`config.mk`:
```
export PLATFORM = sky130hd
export DESIGN_NAME = spi_register_transaction_master_flat
export DESIGN_NICKNAME = d
export VERILOG_FILES = /design/src/design/srtm_pkg.sv /design/src/design/srtm_if.sv /design/src/design/spi_register_transaction_master.sv /design/src/flat_wrapper.sv
export SDC_FILE = /design/constraint.sdc
export NUM_CORES = 1
export LEC_CHECK = 0
export BUFFER_PORTS_ARGS = -buffer_cell sky130_fd_sc_hd__buf_2
export CAP_MARGIN = 10
export CORE_MARGIN = 4
export CORE_UTILIZATION = 57
export DETAILED_ROUTE_END_ITERATION = 16
export GPL_ROUTABILITY_DRIVEN = 0
export HOLD_SLACK_MARGIN = 0.02
export PLACE_DENSITY = 0.78
export SYNTH_ARGS = -nofsm -noshare
export SYNTH_HDL_FRONTEND = slang
export SYNTH_SLANG_ARGS = --single-unit
```
`constraint.sdc`:
```
create_clock -name clock -period 3.7 [get_ports clock]
set_clock_uncertainty 0.1 [all_clocks]
set_input_delay 0.37 -clock clock [delete_from_list [all_inputs] [get_ports clock]]
set_output_delay 0.37 -clock clock [all_outputs]
set_load 0.02 [all_outputs]
```
`src/design/srtm_pkg.sv`:
```
// Package for the SPI register transaction master.
// Holds the byte limits, command codes, header bits, phase encoding and the result struct.
// No dependencies.
`default_nettype none

package srtm_pkg;

   localparam int MAX_BYTES   = 6;
   localparam int WRITE_WIDTH = MAX_BYTES * 8;

   localparam logic CMD_START = 1'b0;
   localparam logic CMD_TICK  = 1'b1;

   localparam logic [7:0] HDR_READ  = 8'h80;
   localparam logic [7:0] HDR_MULTI = 8'h40;

   typedef enum logic [2:0] {
      PH_IDLE   = 3'b001,
      PH_HEADER = 3'b010,
      PH_DATA   = 3'b100
   } phase_type;

   typedef struct packed {
      logic       mosi_bit;
      logic       gyro_select_n;
      logic       accel_select_n;
      logic       clock_pulse;
      logic       read_valid;
      logic [7:0] read_byte;
      logic [2:0] byte_index;
      logic       transaction_done;
      logic       start_rejected;
   } rsp_type;

endpackage

`default_nettype wire

```
`src/design/srtm_if.sv`:
```
// Valid/ready channel interfaces for the SPI register transaction master.
// srtm_req_if carries request items, srtm_rsp_if carries result items.
// Depends on nothing.
`default_nettype none

interface srtm_req_if;
   logic        valid;
   logic        ready;
   logic        command;
   logic        is_read;
   logic        target_gyro;
   logic [5:0]  reg_address;
   logic [2:0]  byte_count;
   logic [47:0] write_data;
   logic        miso_bit;

   modport source (output valid, command, is_read, target_gyro, reg_address,
                   byte_count, write_data, miso_bit, input ready);
   modport sink   (input valid, command, is_read, target_gyro, reg_address,
                   byte_count, write_data, miso_bit, output ready);
endinterface

interface srtm_rsp_if;
   logic       valid;
   logic       ready;
   logic       mosi_bit;
   logic       gyro_select_n;
   logic       accel_select_n;
   logic       clock_pulse;
   logic       read_valid;
   logic [7:0] read_byte;
   logic [2:0] byte_index;
   logic       transaction_done;
   logic       start_rejected;

   modport source (output valid, mosi_bit, gyro_select_n, accel_select_n, clock_pulse,
                   read_valid, read_byte, byte_index, transaction_done,
                   start_rejected, input ready);
   modport sink   (input valid, mosi_bit, gyro_select_n, accel_select_n, clock_pulse,
                   read_valid, read_byte, byte_index, transaction_done,
                   start_rejected, output ready);
endinterface

`default_nettype wire

```
`src/design/spi_register_transaction_master.sv`:
```
// SPI register transaction master (mode 3, MSB first, two chip selects).
// The result of an accepted request item goes to the output register, or to the skid entry while the output is held.
// Throughput: one item per cycle while ready is high; the state update is a single pass of shift logic.
// An output register plus one skid entry decouple the sides; ready drops only
// while the skid entry is full. Synchronous active-high reset puts the bus idle,
// both selects released and the data line low, with no result pending.
// Depends on srtm_pkg and srtm_if.
`default_nettype none

module spi_register_transaction_master (
   input  wire logic        clock,
   input  wire logic        reset,
   srtm_req_if.sink         req_channel,
   srtm_rsp_if.source       rsp_channel
);

   srtm_pkg::phase_type                 phase_ff, phase_in;
   logic [2:0]                          bit_counter_ff, bit_counter_in;
   logic [2:0]                          byte_counter_ff, byte_counter_in;
   logic [7:0]                          out_shift_ff, out_shift_in;
   logic [7:0]                          in_shift_ff, in_shift_in;
   logic [srtm_pkg::WRITE_WIDTH-1:0]    pending_ff, pending_in;
   logic                                read_mode_ff, read_mode_in;
   logic                                gyro_target_ff, gyro_target_in;
   logic [2:0]                          total_bytes_ff, total_bytes_in;
   logic                                line_level_ff, line_level_in;

   srtm_pkg::rsp_type                   result;
   srtm_pkg::rsp_type                   out_ff, out_in;
   srtm_pkg::rsp_type                   skid_ff, skid_in;
   logic                                out_valid_ff, out_valid_in;
   logic                                skid_valid_ff, skid_valid_in;

   logic                                accept;
   logic [2:0]                          count_sat;
   logic [2:0]                          byte_next;
   logic [7:0]                          shifted_in;

   assign req_channel.ready = !skid_valid_ff;
   assign accept            = req_channel.valid && req_channel.ready;

   always_comb begin
      phase_in        = phase_ff;
      bit_counter_in  = bit_counter_ff;
      byte_counter_in = byte_counter_ff;
      out_shift_in    = out_shift_ff;
      in_shift_in     = in_shift_ff;
      pending_in      = pending_ff;
      read_mode_in    = read_mode_ff;
      gyro_target_in  = gyro_target_ff;
      total_bytes_in  = total_bytes_ff;
      line_level_in   = line_level_ff;
      result          = '0;
      byte_next       = byte_counter_ff + 3'd1;
      shifted_in      = {in_shift_ff[6:0], req_channel.miso_bit};

      if (req_channel.byte_count == 3'd0) begin
         count_sat = 3'd1;
      end else if (req_channel.byte_count > 3'(srtm_pkg::MAX_BYTES)) begin
         count_sat = 3'(srtm_pkg::MAX_BYTES);
      end else begin
         count_sat = req_channel.byte_count;
      end

      if (accept) begin
         if (req_channel.command == srtm_pkg::CMD_START) begin
            if (phase_ff != srtm_pkg::PH_IDLE) begin
               result.start_rejected = 1'b1;
            end else begin
               read_mode_in    = req_channel.is_read;
               gyro_target_in  = req_channel.target_gyro;
               pending_in      = req_channel.write_data;
               total_bytes_in  = count_sat;
               out_shift_in    = {2'b00, req_channel.reg_address}
                               | (req_channel.is_read ? srtm_pkg::HDR_READ : 8'h00)
                               | ((count_sat > 3'd1) ? srtm_pkg::HDR_MULTI : 8'h00);
               in_shift_in     = '0;
               bit_counter_in  = '0;
               byte_counter_in = '0;
               phase_in        = srtm_pkg::PH_HEADER;
            end
         end else begin
            unique case (phase_ff)
               srtm_pkg::PH_IDLE: begin
                  // idle tick: nothing moves
               end
               srtm_pkg::PH_HEADER: begin
                  result.clock_pulse = 1'b1;
                  line_level_in      = out_shift_ff[7];
                  out_shift_in       = {out_shift_ff[6:0], 1'b0};
                  if (bit_counter_ff == 3'd7) begin
                     bit_counter_in = '0;
                     phase_in       = srtm_pkg::PH_DATA;
                     if (read_mode_ff) begin
                        line_level_in = 1'b1;
                        in_shift_in   = '0;
                     end else begin
                        out_shift_in = pending_ff[7:0];
                        pending_in   = {8'h00, pending_ff[srtm_pkg::WRITE_WIDTH-1:8]};
                     end
                  end else begin
                     bit_counter_in = bit_counter_ff + 3'd1;
                  end
               end
               srtm_pkg::PH_DATA: begin
                  result.clock_pulse = 1'b1;
                  if (read_mode_ff) begin
                     line_level_in = 1'b1;
                     in_shift_in   = shifted_in;
                  end else begin
                     line_level_in = out_shift_ff[7];
                     out_shift_in  = {out_shift_ff[6:0], 1'b0};
                  end
                  if (bit_counter_ff == 3'd7) begin
                     bit_counter_in = '0;
                     if (read_mode_ff) begin
                        result.read_valid = 1'b1;
                        result.read_byte  = shifted_in;
                        result.byte_index = byte_counter_ff;
                        in_shift_in       = '0;
                     end
                     byte_counter_in = byte_next;
                     // a wrapped counter also ends the transaction
                     if (byte_next >= total_bytes_ff || byte_next == 3'd0) begin
                        result.transaction_done = 1'b1;
                        phase_in                = srtm_pkg::PH_IDLE;
                     end else if (!read_mode_ff) begin
                        out_shift_in = pending_ff[7:0];
                        pending_in   = {8'h00, pending_ff[srtm_pkg::WRITE_WIDTH-1:8]};
                     end
                  end else begin
                     bit_counter_in = bit_counter_ff + 3'd1;
                  end
               end
               default: begin
                  phase_in = srtm_pkg::PH_IDLE;
               end
            endcase
         end
      end

      result.mosi_bit       = line_level_in;
      result.gyro_select_n  = !((phase_in != srtm_pkg::PH_IDLE) && gyro_target_in);
      result.accel_select_n = !((phase_in != srtm_pkg::PH_IDLE) && !gyro_target_in);
   end

   // output register with one skid entry behind it
   always_comb begin
      out_in        = out_ff;
      out_valid_in  = out_valid_ff;
      skid_in       = skid_ff;
      skid_valid_in = skid_valid_ff;
      if (!out_valid_ff || rsp_channel.ready) begin
         if (skid_valid_ff) begin
            out_in        = skid_ff;
            out_valid_in  = 1'b1;
            skid_valid_in = 1'b0;
         end else begin
            out_in       = result;
            out_valid_in = accept;
         end
      end else if (accept) begin
         skid_in       = result;
         skid_valid_in = 1'b1;
      end
   end

   always_ff @(posedge clock) begin
      if (reset) begin
         phase_ff        <= srtm_pkg::PH_IDLE;
         bit_counter_ff  <= '0;
         byte_counter_ff <= '0;
         out_shift_ff    <= '0;
         in_shift_ff     <= '0;
         pending_ff      <= '0;
         read_mode_ff    <= 1'b0;
         gyro_target_ff  <= 1'b0;
         total_bytes_ff  <= '0;
         line_level_ff   <= 1'b0;
         out_valid_ff    <= 1'b0;
         skid_valid_ff   <= 1'b0;
      end else begin
         phase_ff        <= phase_in;
         bit_counter_ff  <= bit_counter_in;
         byte_counter_ff <= byte_counter_in;
         out_shift_ff    <= out_shift_in;
         in_shift_ff     <= in_shift_in;
         pending_ff      <= pending_in;
         read_mode_ff    <= read_mode_in;
         gyro_target_ff  <= gyro_target_in;
         total_bytes_ff  <= total_bytes_in;
         line_level_ff   <= line_level_in;
         out_valid_ff    <= out_valid_in;
         skid_valid_ff   <= skid_valid_in;
      end
   end

   always_ff @(posedge clock) begin
      out_ff  <= out_in;
      skid_ff <= skid_in;
   end

   assign rsp_channel.valid            = out_valid_ff;
   assign rsp_channel.mosi_bit         = out_ff.mosi_bit;
   assign rsp_channel.gyro_select_n    = out_ff.gyro_select_n;
   assign rsp_channel.accel_select_n   = out_ff.accel_select_n;
   assign rsp_channel.clock_pulse      = out_ff.clock_pulse;
   assign rsp_channel.read_valid       = out_ff.read_valid;
   assign rsp_channel.read_byte        = out_ff.read_byte;
   assign rsp_channel.byte_index       = out_ff.byte_index;
   assign rsp_channel.transaction_done = out_ff.transaction_done;
   assign rsp_channel.start_rejected   = out_ff.start_rejected;

   a_skid_behind_out: assert property (@(posedge clock) disable iff (reset)
      skid_valid_ff |-> out_valid_ff)
      else $error("skid entry full while output register empty");

   a_one_select: assert property (@(posedge clock) disable iff (reset)
      out_valid_ff |-> (out_ff.gyro_select_n || out_ff.accel_select_n))
      else $error("both chip selects asserted");

   a_idle_counter: assert property (@(posedge clock) disable iff (reset)
      (phase_ff == srtm_pkg::PH_IDLE) |-> (bit_counter_ff == 3'd0))
      else $error("bit counter nonzero while idle");

   a_done_clocks: assert property (@(posedge clock) disable iff (reset)
      (out_valid_ff && (out_ff.transaction_done || out_ff.read_valid))
      |-> out_ff.clock_pulse)
      else $error("byte completion without a clock pulse");

   a_done_goes_idle: assert property (@(posedge clock) disable iff (reset)
      (accept && result.transaction_done) |=> (phase_ff == srtm_pkg::PH_IDLE))
      else $error("transaction done but bus still busy");

endmodule

`default_nettype wire
```
`src/flat_wrapper.sv`:
```
// flat-port wrapper written by rule: the top's interface ports become plain ports
module spi_register_transaction_master_flat 
  (clock, reset, req_channel_valid, req_channel_command, req_channel_is_read, req_channel_target_gyro, req_channel_reg_address, req_channel_byte_count, req_channel_write_data, req_channel_miso_bit, req_channel_ready, rsp_channel_valid, rsp_channel_mosi_bit, rsp_channel_gyro_select_n, rsp_channel_accel_select_n, rsp_channel_clock_pulse, rsp_channel_read_valid, rsp_channel_read_byte, rsp_channel_byte_index, rsp_channel_transaction_done, rsp_channel_start_rejected, rsp_channel_ready);
  srtm_req_if req_channel_i ();
  srtm_rsp_if rsp_channel_i ();
  input  wire logic clock;
  input  wire logic reset;
  input wire logic [$bits(req_channel_i.valid)-1:0] req_channel_valid;
  input wire logic [$bits(req_channel_i.command)-1:0] req_channel_command;
  input wire logic [$bits(req_channel_i.is_read)-1:0] req_channel_is_read;
  input wire logic [$bits(req_channel_i.target_gyro)-1:0] req_channel_target_gyro;
  input wire logic [$bits(req_channel_i.reg_address)-1:0] req_channel_reg_address;
  input wire logic [$bits(req_channel_i.byte_count)-1:0] req_channel_byte_count;
  input wire logic [$bits(req_channel_i.write_data)-1:0] req_channel_write_data;
  input wire logic [$bits(req_channel_i.miso_bit)-1:0] req_channel_miso_bit;
  output wire logic [$bits(req_channel_i.ready)-1:0] req_channel_ready;
  output wire logic [$bits(rsp_channel_i.valid)-1:0] rsp_channel_valid;
  output wire logic [$bits(rsp_channel_i.mosi_bit)-1:0] rsp_channel_mosi_bit;
  output wire logic [$bits(rsp_channel_i.gyro_select_n)-1:0] rsp_channel_gyro_select_n;
  output wire logic [$bits(rsp_channel_i.accel_select_n)-1:0] rsp_channel_accel_select_n;
  output wire logic [$bits(rsp_channel_i.clock_pulse)-1:0] rsp_channel_clock_pulse;
  output wire logic [$bits(rsp_channel_i.read_valid)-1:0] rsp_channel_read_valid;
  output wire logic [$bits(rsp_channel_i.read_byte)-1:0] rsp_channel_read_byte;
  output wire logic [$bits(rsp_channel_i.byte_index)-1:0] rsp_channel_byte_index;
  output wire logic [$bits(rsp_channel_i.transaction_done)-1:0] rsp_channel_transaction_done;
  output wire logic [$bits(rsp_channel_i.start_rejected)-1:0] rsp_channel_start_rejected;
  input wire logic [$bits(rsp_channel_i.ready)-1:0] rsp_channel_ready;
  assign req_channel_i.valid = req_channel_valid;
  assign req_channel_i.command = req_channel_command;
  assign req_channel_i.is_read = req_channel_is_read;
  assign req_channel_i.target_gyro = req_channel_target_gyro;
  assign req_channel_i.reg_address = req_channel_reg_address;
  assign req_channel_i.byte_count = req_channel_byte_count;
  assign req_channel_i.write_data = req_channel_write_data;
  assign req_channel_i.miso_bit = req_channel_miso_bit;
  assign req_channel_ready = req_channel_i.ready;
  assign rsp_channel_valid = rsp_channel_i.valid;
  assign rsp_channel_mosi_bit = rsp_channel_i.mosi_bit;
  assign rsp_channel_gyro_select_n = rsp_channel_i.gyro_select_n;
  assign rsp_channel_accel_select_n = rsp_channel_i.accel_select_n;
  assign rsp_channel_clock_pulse = rsp_channel_i.clock_pulse;
  assign rsp_channel_read_valid = rsp_channel_i.read_valid;
  assign rsp_channel_read_byte = rsp_channel_i.read_byte;
  assign rsp_channel_byte_index = rsp_channel_i.byte_index;
  assign rsp_channel_transaction_done = rsp_channel_i.transaction_done;
  assign rsp_channel_start_rejected = rsp_channel_i.start_rejected;
  assign rsp_channel_i.ready = rsp_channel_ready;
  spi_register_transaction_master u_core (.clock(clock), .reset(reset), .req_channel(req_channel_i), .rsp_channel(rsp_channel_i));
endmodule
```
==> run metrics <==
CTS clock-pin slew for the worst setup and hold paths=60 ps; deepest level of the CTS H-tree=4; outcome=completed; switching share of power=0.2536; standard cell area after detailed placement=6013 sq um; crit path capture type=register; horizontal extent of the die=106.6 um; HPWL after detailed placement=roughly 7700 um; number of vias after detailed routing=4098; Cell variety after synth=60; placeable core region=9371 sq um; predominant post-synthesis flop cell=sky130_fd_sc_hd__dfxtp_1; top-area cell type share of the netlist area=0.2890; number of cells after detailed placement=between 600 and 700; number of antenna-violating nets in the routed design=0; final wirelength=11670 um; post-synthesis async set-or-reset flop share=0; post-placement worst setup slack=666.9 ps; final count of pins violating max slew=0; CTS tree=done; Maximum Capacitance Violations=0; critical path fanouts, max=96; number of synthesis warnings=0; Int Pwr=2.580 mW; worst relative slew slack=0.4235; total count of hold-check failures in the final report=0; switching power total=about 880 uW; count of flip-flops with a built-in enable after synthesis=36; nets in the synthesized netlist=583; part of the power in combinational logic=0.106; number of cells produced by synthesis=511; crit path DAT=~3400 ps; setup slack of the critical path after layout=~570 ps; Row Count=35; mean instance size in the synthesized netlist=10.84 sq um; GRT Overall Usage=0.2081; area of the die=between 10000 and 15000 sq um; most frequent cell after synthesis=sky130_fd_sc_hd__dfxtp_1; total negative setup slack=0 ps; unrepaired setup endpoints after global routing=false; Final Net Count=661; Final setup viols=0; number of buffers inserted to repair setup after CTS=0; Initial Utilization=0.5913; clock sink count=116; Die Height=about 110 um; CP Data Required Time=4010 ps; Hold-fix buffers, CTS=6; Area growth, synth to finish=20.55%; maximum operating frequency=320.0 MHz; commonest cells in the synthesized netlist=sky130_fd_sc_hd__dfxtp_1, sky130_fd_sc_hd__nor2_1, sky130_fd_sc_hd__mux2i_1; transition time at the pin with the least slew margin=856.8 ps; mapped cell area=5542 sq um; antenna violations before repair=0; fraction of layout cells with a size suffix above 1=0.2973; CTS max path bufs=2; library cell with the largest summed area after synthesis=sky130_fd_sc_hd__dfxtp_1; clk_lat worst skew=510 ps; remaining routing DRC violations=0; clock period minus worst slack=3125 ps; Detailed Routing Iterations Pass 1=5; share of the clock period used by the worst path after layout=0.8447; Pwr Density=517.5 nW/um^2; cell leakage power=between 2 and 3 nW; pin count of the biggest net entering global routing=97; diode count=0; Resized Gates After CTS=0; CP Class=register to register; critical path startpoint category=register; total non-filler cell area in the finished layout=6680 sq um; clock network fraction of design power=0.482; Root Buffer Master=sky130_fd_sc_hd__clkbuf_8; global-route wire length before repair=19020 um; via count of the first global-routing pass=4013; overall overflow remaining after global route=0; Finished Core Util=0.7128; average detailed-routed wire length per instance=15.96 um; flip-flop and latch count after synthesis=116; worst vdd rail ir drop=0.0004366 V; top-level I/O count=85; detailed-route vias per instance=5.606; Port Buffers=84; Tightest Hold Check Type=primary input to register; fraction of power consumed by sequential logic=0.412; Seq/Total Area, Yosys=0.4841; initial detailed-routing violation count=162; final cell count without fillers=roughly 730; number of clock buffers inserted by TritonCTS=17; cell types with the largest area share after synthesis=sky130_fd_sc_hd__dfxtp_1, sky130_fd_sc_hd__edfxtp_1, sky130_fd_sc_hd__mux2i_1, sky130_fd_sc_hd__a211oi_2, sky130_fd_sc_hd__nor2_1
[worst max-delay path, cell delays in order (launching register included)]
cell and delay, ps:
sky130_fd_sc_hd__dfxtp_1 340, sky130_fd_sc_hd__ha_1 210, sky130_fd_sc_hd__ha_1 300, sky130_fd_sc_hd__ha_1 320
sky130_fd_sc_hd__a211oi_1 260, sky130_fd_sc_hd__o21ai_1 290, sky130_fd_sc_hd__a221oi_4 380, sky130_fd_sc_hd__buf_12 400
sky130_fd_sc_hd__nor2_1 100, sky130_fd_sc_hd__a211oi_1 260
[registers in the layout, summed over array words and instances (netlist names), named ones only]
name / count
u_core.bit_counter_ff: 3
u_core.out_shift_ff: 7
u_core.skid_valid_ff: 1
u_core.phase_ff: 3
u_core.rsp_channel.mosi_bit: 1
u_core.rsp_channel.gyro_select_n: 1
u_core.rsp_channel.byte_index: 3
u_core.gyro_target_ff: 1
u_core.read_mode_ff: 1
u_core.byte_counter_ff: 3
u_core.rsp_channel.clock_pulse: 1
u_core.line_level_ff: 1
u_core.rsp_channel.start_rejected: 1
u_core.skid_ff: 18
u_core.rsp_channel.valid: 1
u_core.rsp_channel.read_valid: 1
u_core.rsp_channel.transaction_done: 1
u_core.rsp_channel.accel_select_n: 1
u_core.rsp_channel.read_byte: 8
u_core.in_shift_ff: 7
u_core.pending_ff: 48
u_core.total_bytes_ff: 3
[final timing paths]
check / from / end / slack, ps / depth (start not counted)
setup / recovery: u_core.byte_counter_ff[0] / u_core.pending_ff[38] / 570 / 9
hold / removal: req_channel_write_data[47] / u_core.pending_ff[47] / 50 / 3
setup reg to reg: u_core.byte_counter_ff[0] / u_core.pending_ff[38] / 570 / 9
hold reg to reg: u_core.out_shift_ff[2] / u_core.out_shift_ff[2] / 350 / 2
[stage by stage]
step / hold slack (ps) / total power [mW]
3_3_place_gp: 336.3 / 1.793
3_5_place_dp: 345.4 / 1.808
5_1_grt: 31.82 / 3.595
2_1_floorplan: 327.4 / 1.710
6_report: 46.06 / 3.457
4_1_cts: 24.20 / 3.481
[power by group through the flow]
stage	registers [mW]	logic [mW]	clock network [mW]
after detailed placement	1.45	0.358	0
after CTS	1.42	0.366	1.69
final	1.43	0.366	1.67
after global placement	1.45	0.345	0
after global routing	1.43	0.399	1.76
after floorplan	1.45	0.256	0
[final cells by class]
cell class | count | area, sq um
clock inverter | 15 | 192.7
multi-input combinational | 345 | 2640
clock buffer | 17 | 414.1
tap | 129 | 161.4
fill | 692 | 2691
inverter | 13 | 48.80
sequential | 116 | 2683
timing repair buffer | 96 | 540.5
[logic make-up after synthesis]
family / after synthesis / synth area share
and+or+nand+nor: 158 / 0.1533
AOI/OAI and AO/OA: 120 / 0.1937
buffers and inverters: 50 / 0.04154
xor gates and xnor gates: 2 / 0.003162
muxes: 57 / 0.1066
DFF: 116 / 0.4841
adders and majority gates: 8 / 0.01761
[cell usage in the layout, fill, tap and decap left out, types with 7 or more instances in the layout]
cell                        Yosys  routed
sky130_fd_sc_hd__a211oi_2      38      38
sky130_fd_sc_hd__a21o_1        15      15
sky130_fd_sc_hd__a21oi_1       18      18
sky130_fd_sc_hd__a22o_1         8       8
sky130_fd_sc_hd__and2_1        13      13
sky130_fd_sc_hd__buf_2         16      83
sky130_fd_sc_hd__clkbuf_16      0      16
sky130_fd_sc_hd__dfxtp_1       80      80
sky130_fd_sc_hd__edfxtp_1      36      36
sky130_fd_sc_hd__ha_1           7       7
sky130_fd_sc_hd__inv_1         13      13
sky130_fd_sc_hd__mux2i_1       50      50
sky130_fd_sc_hd__nand2_1       20      20
sky130_fd_sc_hd__nand2b_1      17      17
sky130_fd_sc_hd__nand3_1        7       7
sky130_fd_sc_hd__nand3b_1      13      13
sky130_fd_sc_hd__nor2_1        63      63
sky130_fd_sc_hd__o22ai_1        8       8
[layer usage]
metal,global-route usage,part of all wire,vias to the layer above
met2,0.3287,0.47,114
li1,-,-,2027
met3,0.05900,0.053,14
met5,0,0,-
met1,0.2739,0.46,1943
met4,0.07489,0.013,0
Power figures use the tool's default switching activity.
